===== src/hdl/row_column_projection_counter_defines.svh =====
// Assertion helpers used by rcpc_back.
`ifndef ROW_COLUMN_PROJECTION_COUNTER_DEFINES_SVH
`define ROW_COLUMN_PROJECTION_COUNTER_DEFINES_SVH

// Check a property on every clock edge outside reset.
`define RCPC_ASSERT(name, prop, msg) \
  name: assert property (@(posedge clk) disable iff (rst) (prop)) else $error(msg);

// Check a property on every clock edge, reset included.
`define RCPC_ASSERT_ALWAYS(name, prop, msg) \
  name: assert property (@(posedge clk) (prop)) else $error(msg);

`endif


===== src/hdl/rcpc_pkg.sv =====
package rcpc_pkg;

  // Field widths
  localparam int COUNT_W    = 11;
  localparam int MASS_W     = 21;
  localparam int ROW_IDX_W  = 10;
  localparam int PIX_W      = 8;
  localparam int COL_IDX_W  = 10;
  localparam int CENTER_W   = 10;
  localparam int OP_W       = 2;
  localparam int CFG_IDX_W  = 3;
  localparam int CFG_DATA_W = 11;

  // Saturation limits
  localparam logic [COUNT_W-1:0] COUNT_SAT = 11'd1024;
  localparam logic [MASS_W-1:0]  MASS_SAT  = 21'd1048576;

  // Operation codes; the fourth code is a no-op
  localparam logic [OP_W-1:0] OP_PIXEL = 2'd0;
  localparam logic [OP_W-1:0] OP_CLEAR = 2'd1;
  localparam logic [OP_W-1:0] OP_READ  = 2'd2;
  localparam logic [OP_W-1:0] OP_NOP   = 2'd3;

  // Register indexes
  localparam logic [CFG_IDX_W-1:0] CFG_WIDTH     = 3'd0;
  localparam logic [CFG_IDX_W-1:0] CFG_HEIGHT    = 3'd1;
  localparam logic [CFG_IDX_W-1:0] CFG_THRESHOLD = 3'd2;
  localparam logic [CFG_IDX_W-1:0] CFG_CENTER_X  = 3'd3;
  localparam logic [CFG_IDX_W-1:0] CFG_CENTER_Y  = 3'd4;

  // Register reset values
  localparam logic [CFG_DATA_W-1:0] WIDTH_RESET     = 11'd640;
  localparam logic [CFG_DATA_W-1:0] HEIGHT_RESET    = 11'd480;
  localparam logic [PIX_W-1:0]      THRESHOLD_RESET = 8'd10;
  localparam logic [CENTER_W-1:0]   CENTER_RESET    = 10'd0;

  // Queue between front and back
  localparam int QUEUE_DEPTH = 4;
  localparam int QUEUE_AW    = 2;

  // Classified transaction handed from front to back
  typedef struct packed {
    logic [OP_W-1:0]      op;
    logic                 lit;
    logic                 row_end;
    logic                 frame_end;
    logic                 upper;
    logic                 left;
    logic                 in_range;
    logic [ROW_IDX_W-1:0] row_index;
  } entry_t;

  function automatic logic [COUNT_W-1:0] sat_count(input logic [COUNT_W-1:0] v);
    return (v < COUNT_SAT) ? v + COUNT_W'(1) : COUNT_SAT;
  endfunction

  function automatic logic [MASS_W-1:0] sat_mass(input logic [MASS_W-1:0] v);
    return (v < MASS_SAT) ? v + MASS_W'(1) : MASS_SAT;
  endfunction

endpackage


===== src/hdl/rcpc_queue.sv =====
module rcpc_queue #(
  parameter int AW = 10
) (
  input  logic             clk,
  input  logic             rst,
  input  logic             push,
  input  rcpc_pkg::entry_t push_entry,
  input  logic [AW-1:0]    push_addr,
  input  logic             pop,
  output logic             head_valid,
  output rcpc_pkg::entry_t head_entry,
  output logic [AW-1:0]    head_addr,
  output logic             full
);

  rcpc_pkg::entry_t slot_entry [rcpc_pkg::QUEUE_DEPTH];
  logic [AW-1:0]    slot_addr  [rcpc_pkg::QUEUE_DEPTH];

  logic [rcpc_pkg::QUEUE_AW-1:0] rd_ptr;
  logic [rcpc_pkg::QUEUE_AW-1:0] wr_ptr;
  logic [rcpc_pkg::QUEUE_AW:0]   count;

  assign head_valid = (count != '0);
  assign full       = (count == (rcpc_pkg::QUEUE_AW + 1)'(rcpc_pkg::QUEUE_DEPTH));
  assign head_entry = slot_entry[rd_ptr];
  assign head_addr  = slot_addr[rd_ptr];

  // Store incoming transactions
  always_ff @(posedge clk) begin
    if (push) begin
      slot_entry[wr_ptr] <= push_entry;
      slot_addr[wr_ptr]  <= push_addr;
    end
  end

  // Advance pointers and fill level
  always_ff @(posedge clk) begin
    if (rst) begin
      rd_ptr <= '0;
      wr_ptr <= '0;
      count  <= '0;
    end else begin
      if (push) wr_ptr <= wr_ptr + rcpc_pkg::QUEUE_AW'(1);
      if (pop)  rd_ptr <= rd_ptr + rcpc_pkg::QUEUE_AW'(1);
      unique case ({push, pop})
        2'b10:   count <= count + (rcpc_pkg::QUEUE_AW + 1)'(1);
        2'b01:   count <= count - (rcpc_pkg::QUEUE_AW + 1)'(1);
        default: count <= count;
      endcase
    end
  end

endmodule


===== config.mk =====
export PLATFORM = sky130hd
export DESIGN_NAME = rcpc_queue
export DESIGN_NICKNAME = d
export VERILOG_FILES = /design/src/hdl/row_column_projection_counter_defines.svh /design/src/hdl/rcpc_pkg.sv /design/src/hdl/rcpc_queue.sv
export SDC_FILE = /design/constraint.sdc
export NUM_CORES = 1
export LEC_CHECK = 0
export BUFFER_PORTS_ARGS = -buffer_cell sky130_fd_sc_hd__buf_4
export CORE_ASPECT_RATIO = 0.9
export CORE_UTILIZATION = 40
export DETAILED_ROUTE_END_ITERATION = 12
export GPL_TIMING_DRIVEN = 0
export PLACE_DENSITY = 0.56
export SYNTH_ARGS = -nofsm -noshare
export SYNTH_HDL_FRONTEND = slang
export SYNTH_SLANG_ARGS = --single-unit

===== constraint.sdc =====
create_clock -name clk -period 5 [get_ports clk]
set_input_delay 0.25 -clock clk [delete_from_list [all_inputs] [get_ports clk]]
set_output_delay 0.25 -clock clk [all_outputs]
set_load 0.03 [all_outputs]

==> key figures <==
Logic synthesis
  – Mapped Avg Cell Area: 23.90 sq um
  – Most used flip-flop cell after synthesis: edfxtp_1
  – Syn nets: 227
  – EDFF count, synth: 112
  – Yosys warns: 0
  – Sequential element share of the synthesized area: 78.45%
  – Post-Synthesis Cells: 189
  – Ys async rst share: 0%
  – Post-synth cell types: 21
  – #FFs+latches synth: 121
  – Synthesized area: 0.004517 sq mm

Setup path
  – Register-to-Register Path Depth: 3
  – CP required: 4750 ps
  – R2R setup slack: 3380 ps
  – Worst setup EP type: primary output
  – Crit Reg-Reg Startpoint: wr_ptr[0]
  – Crit path kind: register to primary output
  – CP max FO: 10
  – Crit start category: register
  – FF-to-FF End: slot_entry[2][9]
  – Critical Path AT: 1830 ps

Finish
  – Non-filler cells, final: 432
  – Fillers: 894
  – Final non-filler cell area: 0.005723 sq mm
  – Multi-input gate area: 897.1 sq um
  – Layout Nets: 306
  – Share of cells above drive strength 1: 42.14%
  – Register area: 0.003543 sq mm
  – Synthesis-to-finish area growth: 26.70%
  – # diodes: 0
  – Util after Layout: 52.50%

Clocking
  – Skew-Pair Late Insertion Delay: 400 ps
  – TritonCTS Buffers: 17
  – Clk sinks: 121
  – H-Tree Depth: 4
  – Cts hold-fix bufs: 0
  – Post-cts sizing count: 0
  – Clock Tree Root: clkbuf_16
  – CTS tree: yes
  – Setup bufs post-CTS: 0
  – Clk pin slew, worst setup/hold paths: 60 ps
  – Buffer depth of the longest clock path: 2

Job
  – Maxcap violations: 0

Floorplan
  – Height of the die: 102.8 um
  – CORE AREA: 0.01090 sq mm
  – DIE AREA: 0.01172 sq mm
  – DIE WIDTH: 114.0 um
  – Io pins: 62
  – Initial Util: 41.44%
  – # rows: 36

Drt
  – Via/cell ratio: 4.711
  – Metal2 WL: 3378 um
  – Post-route ant nets: 0
  – Initial DRC count: 115
  – DR WL met3: 376 um
  – Drt pass-1 iters: 4
  – Residual DRC count: 0
  – Uppermost routed layer: met4
  – Routed length on met1: 3429 um
  – Drt wl/cell: 16.94 um
  – WL final: 7320 um
  – Vias: 2035

Global route
  – GR Overflow Total: 0
  – Overall Global Routing Usage: 13.69%
  – First-pass GRT wire length: 11210 um
  – Largest net degree at the start of global routing: 29
  – Antenna violations before repair: 0
  – Number of global-route vias before repair: 2023

Placement
  – Number of port buffers: 60
  – Post-DP Area: 0.005162 sq mm
  – RePlAce Congestion: 0.6582
  – Cell Count Post-Placement: 401
  – Post-DP HPWL: 4230 um

Timing
  – Final setup vio count: 0
  – Setup TNS: 0 ps
  – Period utilization: 41.55%
  – Final hold violation count: 0
  – Slew HR: 46.80%
  – Fin. max-slew vios: 0
  – Worst slew pin tran: 798.0 ps
  – RSZ-0062 raised after global routing: false
  – Skew final: 7.987 ps
  – Max Clock Freq: 0.4813 GHz
  – Fin Hold WS: 48.25 ps
  – Min cycle time layout: 2078 ps

Run status
  – Status: finished, final reports clean

Hold path
  – HP Start: push_entry[7]
  – Min-Delay Path Class: input pin to register
  – Hold depth: 1
  – Hold EP: slot_entry[2][7]

Power
  – P_leak: 1.990 nW
  – Pwr Density: 457.4 mW/mm^2
  – VDD IR-drop max: 0.2493 mV
-- power by group --
| group | internal [W] | switching [W] | leakage, nW |
|---|---|---|---|
| clock | 0.000723 | 0.000409 | 0.255 |
| sequential | 0.00116 | 0.0000144 | 1.10 |
| combinational | 0.000134 | 0.000175 | 0.632 |
-- final cells by class --
cell class | instances | share of cell area (%)
flip-flops and latches | 121 | 61.92
well taps | 152 | 3.323
inverters | 3 | 0.1968
plain buffers | 7 | 1.224
repair buffers | 60 | 7.871
multi-input cells | 58 | 15.68
clock inverters | 13 | 2.296
clock buffers | 18 | 7.499
-- synthesized netlist by cell type (all sizes together) (2+ instances only) --
cell type | number | area, sq um
edfxtp | 112 | 3363
mux4 | 28 | 660.6
dfxtp | 9 | 180.2
nor2 | 7 | 26.28
buf | 6 | 66.31
ha | 5 | 62.56
and2 | 4 | 25.02
inv | 3 | 11.26
xnor2 | 3 | 26.28
mux2i | 2 | 20.02
or3 | 2 | 12.51
xor2 | 2 | 17.52
-- metal layers --
| metal | vias up | GRT usage, % |
|---|---|---|
| met5 | - | 0 |
| li1 | 944 | - |
| met1 | 1026 | 17.72 |
| met3 | 14 | 5.115 |
| met2 | 51 | 20.65 |
| met4 | 0 | 6.593 |
-- layout by cell type (no fill, tap or decap), types with 2 or more instances in the layout --
cell / n
clkbuf_16: 17
mux2i_1: 2
inv_1: 3
clkbuf_1: 2
buf_4: 60
edfxtp_1: 112
and2_2: 4
or3_1: 2
nor2_1: 7
xor2_1: 2
xnor2_1: 3
buf_12: 2
mux4_1: 8
clkinv_2: 2
clkinv_1: 2
clkinvlp_4: 6
bufinv_16: 2
dfxtp_1: 9
mux4_2: 20
ha_1: 5
buf_2: 3
-- through the flow --
step           total power (W)  worst slack [ps]
2_1_floorplan         0.001394              3370
3_3_place_gp          0.001510              2803
3_5_place_dp          0.001512              3297
4_1_cts               0.002648              2864
5_1_grt               0.002711              2841
6_report              0.002617              2922
-- registers in the layout, summed over array words and instances (netlist names), named ones only --
signal and count:
rd_ptr 2, slot_entry 72, count 3, slot_addr 40
wr_ptr 2
-- worst max path at each step --
stage | from | to | slack [ps] | cells past startpoint
after CTS | register | head_entry[0] | 2860 | 4
after global routing | register | head_entry[0] | 2840 | 4
after floorplan | wr_ptr[0] | slot_addr[2][0] | 3370 | 3
after detailed placement | register | head_entry[0] | 3300 | 4
after global placement | wr_ptr[0] | slot_addr[0][6] | 2800 | 3
final | register | head_entry[15] | 2920 | 4
-- critical path, stage by stage, from the launching register on --
cell and delay (ps):
dfxtp_1 300, buf_2 230, buf_2 340, mux4_2 380
buf_4 190
-- kinds of logic after synthesis --
logic type                 share of synthesized area (%)
DFF                                                78.45
and+or+nand+nor                                    1.662
AOI/OAI and AO/OA                                 0.2214
muxes                                              15.07
buffers and inverters                              1.800
xor gates and xnor gates                          0.9697
adders and majority gates                          1.828
Note: power is estimated with default switching activity, not from simulation.
