$ cat config.mk
export PLATFORM = sky130hd
export DESIGN_NAME = rcpc_front
export DESIGN_NICKNAME = d
export VERILOG_FILES = /design/src/hdl/row_column_projection_counter_defines.svh /design/src/hdl/rcpc_pkg.sv /design/src/hdl/rcpc_front.sv
export SDC_FILE = /design/constraint.sdc
export NUM_CORES = 1
export LEC_CHECK = 0
export BUFFER_PORTS_ARGS = -buffer_cell sky130_fd_sc_hd__buf_4
export CORE_MARGIN = 2
export CORE_UTILIZATION = 52
export DETAILED_ROUTE_END_ITERATION = 7
export PLACE_DENSITY = 0.82
export SETUP_SLACK_MARGIN = 0.2
export SLEW_MARGIN = 10
export SYNTH_ARGS = -nofsm -noshare
export SYNTH_HDL_FRONTEND = slang
export SYNTH_SLANG_ARGS = --single-unit
$ cat constraint.sdc
create_clock -name clk -period 3.8 [get_ports clk]
set_input_delay 0.19 -clock clk [delete_from_list [all_inputs] [get_ports clk]]
set_output_delay 0.19 -clock clk [all_outputs]
set_load 0.01 [all_outputs]
$ cat src/hdl/row_column_projection_counter_defines.svh
// Assertion helpers used by rcpc_back.
`ifndef ROW_COLUMN_PROJECTION_COUNTER_DEFINES_SVH
`define ROW_COLUMN_PROJECTION_COUNTER_DEFINES_SVH

// Check a property on every clock edge outside reset.
`define RCPC_ASSERT(name, prop, msg) \
  name: assert property (@(posedge clk) disable iff (rst) (prop)) else $error(msg);

// Check a property on every clock edge, reset included.
`define RCPC_ASSERT_ALWAYS(name, prop, msg) \
  name: assert property (@(posedge clk) (prop)) else $error(msg);

`endif

$ cat src/hdl/rcpc_pkg.sv
package rcpc_pkg;

  // Field widths
  localparam int COUNT_W    = 11;
  localparam int MASS_W     = 21;
  localparam int ROW_IDX_W  = 10;
  localparam int PIX_W      = 8;
  localparam int COL_IDX_W  = 10;
  localparam int CENTER_W   = 10;
  localparam int OP_W       = 2;
  localparam int CFG_IDX_W  = 3;
  localparam int CFG_DATA_W = 11;

  // Saturation limits
  localparam logic [COUNT_W-1:0] COUNT_SAT = 11'd1024;
  localparam logic [MASS_W-1:0]  MASS_SAT  = 21'd1048576;

  // Operation codes; the fourth code is a no-op
  localparam logic [OP_W-1:0] OP_PIXEL = 2'd0;
  localparam logic [OP_W-1:0] OP_CLEAR = 2'd1;
  localparam logic [OP_W-1:0] OP_READ  = 2'd2;
  localparam logic [OP_W-1:0] OP_NOP   = 2'd3;

  // Register indexes
  localparam logic [CFG_IDX_W-1:0] CFG_WIDTH     = 3'd0;
  localparam logic [CFG_IDX_W-1:0] CFG_HEIGHT    = 3'd1;
  localparam logic [CFG_IDX_W-1:0] CFG_THRESHOLD = 3'd2;
  localparam logic [CFG_IDX_W-1:0] CFG_CENTER_X  = 3'd3;
  localparam logic [CFG_IDX_W-1:0] CFG_CENTER_Y  = 3'd4;

  // Register reset values
  localparam logic [CFG_DATA_W-1:0] WIDTH_RESET     = 11'd640;
  localparam logic [CFG_DATA_W-1:0] HEIGHT_RESET    = 11'd480;
  localparam logic [PIX_W-1:0]      THRESHOLD_RESET = 8'd10;
  localparam logic [CENTER_W-1:0]   CENTER_RESET    = 10'd0;

  // Queue between front and back
  localparam int QUEUE_DEPTH = 4;
  localparam int QUEUE_AW    = 2;

  // Classified transaction handed from front to back
  typedef struct packed {
    logic [OP_W-1:0]      op;
    logic                 lit;
    logic                 row_end;
    logic                 frame_end;
    logic                 upper;
    logic                 left;
    logic                 in_range;
    logic [ROW_IDX_W-1:0] row_index;
  } entry_t;

  function automatic logic [COUNT_W-1:0] sat_count(input logic [COUNT_W-1:0] v);
    return (v < COUNT_SAT) ? v + COUNT_W'(1) : COUNT_SAT;
  endfunction

  function automatic logic [MASS_W-1:0] sat_mass(input logic [MASS_W-1:0] v);
    return (v < MASS_SAT) ? v + MASS_W'(1) : MASS_SAT;
  endfunction

endpackage

$ cat src/hdl/rcpc_front.sv
module rcpc_front #(
  parameter int MAX_WIDTH  = 1024,
  parameter int MAX_HEIGHT = 1024
) (
  input  logic                                clk,
  input  logic                                rst,
  input  logic                                cfg_valid,
  input  logic [rcpc_pkg::CFG_IDX_W-1:0]      cfg_index,
  input  logic [rcpc_pkg::CFG_DATA_W-1:0]     cfg_data,
  input  logic                                accept,
  input  logic [rcpc_pkg::OP_W-1:0]           op,
  input  logic [rcpc_pkg::PIX_W-1:0]          pixel,
  input  logic [rcpc_pkg::COL_IDX_W-1:0]      column_index,
  output rcpc_pkg::entry_t                    entry,
  output logic [$clog2(MAX_WIDTH)-1:0]        addr
);

  localparam int XW  = $clog2(MAX_WIDTH);
  localparam int YW  = $clog2(MAX_HEIGHT);
  localparam int WCW = (XW + 1 > rcpc_pkg::CFG_DATA_W) ? XW + 1 : rcpc_pkg::CFG_DATA_W;
  localparam int HCW = (YW + 1 > rcpc_pkg::CFG_DATA_W) ? YW + 1 : rcpc_pkg::CFG_DATA_W;
  localparam int XCW = (XW > rcpc_pkg::CENTER_W) ? XW : rcpc_pkg::CENTER_W;
  localparam int YCW = (YW > rcpc_pkg::CENTER_W) ? YW : rcpc_pkg::CENTER_W;

  logic [rcpc_pkg::CFG_DATA_W-1:0] width_in_use;
  logic [rcpc_pkg::CFG_DATA_W-1:0] height_in_use;
  logic [rcpc_pkg::PIX_W-1:0]      lit_threshold;
  logic [rcpc_pkg::CENTER_W-1:0]   center_x;
  logic [rcpc_pkg::CENTER_W-1:0]   center_y;

  logic [XW-1:0] col_pos;
  logic [YW-1:0] row_pos;

  logic [WCW-1:0] width_ext;
  logic [WCW-1:0] w_eff;
  logic [WCW-1:0] col_next;
  logic [HCW-1:0] height_ext;
  logic [HCW-1:0] h_eff;
  logic [HCW-1:0] row_next;
  logic           row_end;
  logic           frame_end;
  logic           is_pixel;

  // Write configuration registers
  always_ff @(posedge clk) begin
    if (rst) begin
      width_in_use  <= rcpc_pkg::WIDTH_RESET;
      height_in_use <= rcpc_pkg::HEIGHT_RESET;
      lit_threshold <= rcpc_pkg::THRESHOLD_RESET;
      center_x      <= rcpc_pkg::CENTER_RESET;
      center_y      <= rcpc_pkg::CENTER_RESET;
    end else if (cfg_valid) begin
      unique case (cfg_index)
        rcpc_pkg::CFG_WIDTH:     width_in_use  <= cfg_data;
        rcpc_pkg::CFG_HEIGHT:    height_in_use <= cfg_data;
        rcpc_pkg::CFG_THRESHOLD: lit_threshold <= cfg_data[rcpc_pkg::PIX_W-1:0];
        rcpc_pkg::CFG_CENTER_X:  center_x      <= cfg_data[rcpc_pkg::CENTER_W-1:0];
        rcpc_pkg::CFG_CENTER_Y:  center_y      <= cfg_data[rcpc_pkg::CENTER_W-1:0];
        default: ;
      endcase
    end
  end

  // Clamp geometry and find row and frame ends
  always_comb begin
    width_ext  = WCW'(width_in_use);
    height_ext = HCW'(height_in_use);
    priority if (width_ext == '0)                  w_eff = WCW'(1);
    else if (width_ext > WCW'(MAX_WIDTH))          w_eff = WCW'(MAX_WIDTH);
    else                                           w_eff = width_ext;
    priority if (height_ext == '0)                 h_eff = HCW'(1);
    else if (height_ext > HCW'(MAX_HEIGHT))        h_eff = HCW'(MAX_HEIGHT);
    else                                           h_eff = height_ext;
    col_next  = WCW'(col_pos) + WCW'(1);
    row_next  = HCW'(row_pos) + HCW'(1);
    is_pixel  = (op == rcpc_pkg::OP_PIXEL);
    row_end   = is_pixel && (col_next >= w_eff);
    frame_end = row_end && (row_next >= h_eff);
  end

  // Classify the transaction for the back end
  always_comb begin
    entry.op        = op;
    entry.lit       = pixel > lit_threshold;
    entry.row_end   = row_end;
    entry.frame_end = frame_end;
    entry.upper     = YCW'(row_pos) < YCW'(center_y);
    entry.left      = XCW'(col_pos) < XCW'(center_x);
    entry.in_range  = WCW'(column_index) < WCW'(MAX_WIDTH);
    entry.row_index = rcpc_pkg::ROW_IDX_W'(row_pos);
    addr            = (op == rcpc_pkg::OP_READ) ? XW'(column_index) : col_pos;
  end

  // Advance the raster position
  always_ff @(posedge clk) begin
    if (rst) begin
      col_pos <= '0;
      row_pos <= '0;
    end else if (accept) begin
      if (is_pixel) begin
        if (row_end) begin
          col_pos <= '0;
          row_pos <= frame_end ? '0 : YW'(row_next);
        end else begin
          col_pos <= XW'(col_next);
        end
      end else if (op == rcpc_pkg::OP_CLEAR) begin
        col_pos <= '0;
        row_pos <= '0;
      end
    end
  end

endmodule

==> impl_metrics.json <==
{
  "ys_seq_area_share_pct": 32.9,
  "finalMaxSlewViolations": 0,
  "core_area_mm2": 0.00809,
  "end_kind": "primary output",
  "fp.dieH_um": 94.5,
  "status": "complete, no violations",
  "avgSynthCellArea_um2": 8.00,
  "num_antenna_cells": 0,
  "synthToLayoutAreaGrowth_pct": 17.8,
  "p_per_area_mw_per_mm2": 335,
  "timing_hold_violations_final": 0,
  "cap_violations": 0,
  "synth_edf_count": 0,
  "dieWidth_um": 94.5,
  "pwr-share-clk_pct": 43.9,
  "async_reset_ff_share_pct": 0,
  "whs_ns": 0.0887,
  "wire_per_inst_um": 14.7,
  "drive_above_1_share_pct": 17.3,
  "route.detailed.drc": 0,
  "grt_antenna_before_repair": 0,
  "worstPathMaxFanout": 6,
  "period_minus_slack_ns": 3.31,
  "clock_skew_ns": 0.00872,
  "hold_class": "primary input to flop",
  "clock.fmax_ghz": 0.302,
  "syn_area_mm2": 0.00426,
  "netSwitchingPower_mw": 0.407,
  "seqPwrFrac_pct": 45.1,
  "rows": 33,
  "drtIter0Drc": 164,
  "slew_headroom_pct": 38.2,
  "timing.final.crit_share_pct": 87.1,
  "hpwlAfterDp_um": 7910,
  "drtPass1Iterations": 5,
  "io_pins": 66,
  "via_per_inst": 5.52,
  "final_nets": 674,
  "grt_overflow_total": 0,
  "syn_nets": 620,
  "cp-start-kind": "flop",
  "gp_routability_congestion": 0.895,
  "clock_latency_ns": 0.35,
  "synth_flop_cell": "dfxtp_1",
  "rsz0062_at_grt": "false",
  "arrival_ns": 3.12,
  "synthDistinctLibCells": 50,
  "drt-total-wl_um": 10200,
  "initial_core_util_pct": 52.6,
  "synth_cells": 532,
  "leakage_nw": 2.17,
  "grt_max_degree": 54,
  "die_area_mm2": 0.00893,
  "clkTransAtPathRegs_ns": 0.08,
  "ant_nets": 0,
  "grt_pass1_wl_um": 17000,
  "ir_worst_vdd_mv": 0.276,
  "tightest_slew_ns": 0.924,
  "grt_pass1_vias": 3692,
  "h-tree-depth": 3,
  "required_ns": 3.61,
  "numCtsBuffers": 9,
  "track_usage_pct": 24.3,
  "setup_violations": 0,
  "clock_path_buffers": 2,
  "switching_share_pct": 24.2,
  "power_frac_comb_pct": 11.0,
  "tritoncts": "done",
  "finalSetupTns_ns": 0,
  "clkSinkCount": 70,
  "port_buffers": 64,
  "cts_root_buf": "clkbuf_8",
  "synth-seq-cells": 70,
  "vias": 3840,
  "criticalPathCategory": "flop to primary output",
  "synth-warning-count": 0,
  "cts_setup_buffers": 0,
  "intPower_mw": 1.27
}
stage by stage:
| stage | cells | setup slack [ns] | utilization (%) | power (mW) | instance area [um^2] |
|---|---|---|---|---|---|
| 3_5_place_dp | 680 | 0.767 | 58.9 | 0.959 | 4770 |
| 6_report | 696 | 0.492 | 62.0 | 1.68 | 5010 |
| 5_1_grt | 696 | 0.243 | 62.0 | 1.74 | 5010 |
| 4_1_cts | 696 | 0.462 | 61.9 | 1.69 | 5010 |
| 2_1_floorplan | 532 | 1.04 | - | 0.877 | 4260 |
| 3_3_place_gp | 680 | 0.930 | 58.9 | 0.950 | 4770 |
metal layers:
layer	part of all wire, %	wire length (um)	GRT usage (%)
met1	43	4390	30.4
met3	6.0	619	4.55
met5	0	0	0
met4	3.2	325	11.8
met2	48	4900	40.1
cell usage after synthesis (2+ instances only):
cell type / number / area [um^2]
dfxtp_1: 70 / 1400
ha_1: 50 / 626
nor4_1: 5 / 31.3
a41oi_1: 2 / 17.5
nor2_2: 2 / 12.5
clkbuf_1: 15 / 56.3
mux2_2: 10 / 113
o21a_1: 3 / 22.5
a31oi_1: 3 / 18.8
inv_1: 33 / 124
nor2b_1: 4 / 25.0
and3_1: 10 / 62.6
buf_4: 5 / 37.5
a211o_1: 2 / 17.5
a21o_1: 8 / 60.1
a21oi_1: 49 / 245
mux2i_1: 6 / 60.1
o21ai_0: 6 / 30.0
nand4_1: 4 / 25.0
clkinv_1: 2 / 7.51
nand3_1: 16 / 80.1
xnor2_1: 12 / 105
a22o_1: 7 / 61.3
xor2_1: 11 / 96.3
nor2_1: 33 / 124
nor3_1: 4 / 20.0
nand2_1: 121 / 454
a211oi_1: 5 / 37.5
o21ai_1: 3 / 15.0
nand3b_1: 8 / 60.1
nand2b_1: 4 / 25.0
worst max-delay path, cell delays in order, from the launching register on:
cell	delay [ns]
dfxtp_1	0.43
ha_1	0.24
nand3_1	0.18
nor2_2	0.22
and3_1	0.24
xor2_1	0.18
ha_1	0.28
a211oi_1	0.21
nor2_1	0.11
nor3_4	0.25
a211oi_4	0.12
nor2b_1	0.15
buf_4	0.16
timing repair:
| item | in CTS | in global routing |
|---|---|---|
| hold buffers | 0 | 0 |
| resized for setup | 0 | 1 |
| endpoints found under the setup margin | 0 | 1 |
logic make-up (layout without fill, tap and decap cells):
family	after synthesis	after routing	synth area share, %
adders and majority gates	50	50	14.7
DFF	70	70	32.9
xor gates and xnor gates	23	23	4.73
AOI/OAI and AO/OA	94	94	14.1
and+or+nand+nor	221	221	23.8
buffers and inverters	57	116	5.67
other	1	1	0.0881
muxes	16	16	4.06
path summary, 6_finish.rpt:
| kind | start | slack (ns) | end | depth (start not counted) |
|---|---|---|---|---|
| setup / recovery | col_pos[0] | 0.49 | entry[13] | 12 |
| hold / removal | cfg_data[3] | 0.09 | lit_threshold[3] | 2 |
| setup reg to reg | col_pos[0] | 0.73 | row_pos[6] | 12 |
| hold reg to reg | center_x[8] | 0.46 | center_x[8] | 2 |
registers in the layout (all words and copies together) (netlist names):
signal	cells
center_x	10
center_y	10
col_pos	10
height_ext	11
lit_threshold	8
row_pos	10
width_ext	11
cell type report:
cell class | count | area, um^2
clock buffer | 9 | 124
inverter | 35 | 131
tap | 105 | 131
multi-input combinational | 405 | 2620
timing repair buffer | 65 | 488
clock inverter | 7 | 121
fill | 701 | 3080
sequential | 70 | 1400
power groups by stage:
stage                     combinational, mW  clock, mW  sequential [mW]
final                                 0.185      0.737            0.757
after global placement                0.176          0            0.773
after detailed placement              0.185          0            0.774
after global routing                  0.205      0.775            0.759
after CTS                             0.186      0.744            0.757
after floorplan                       0.106          0            0.771
layout by cell type (no fill, tap or decap), types with 11 or more instances in the layout:
cell,n
nor2_1,32
inv_1,33
a21oi_1,49
xnor2_1,12
nand2_1,121
ha_1,50
dfxtp_1,70
buf_4,65
xor2_1,11
nand3_1,16
(Power assumes the default switching activity.)
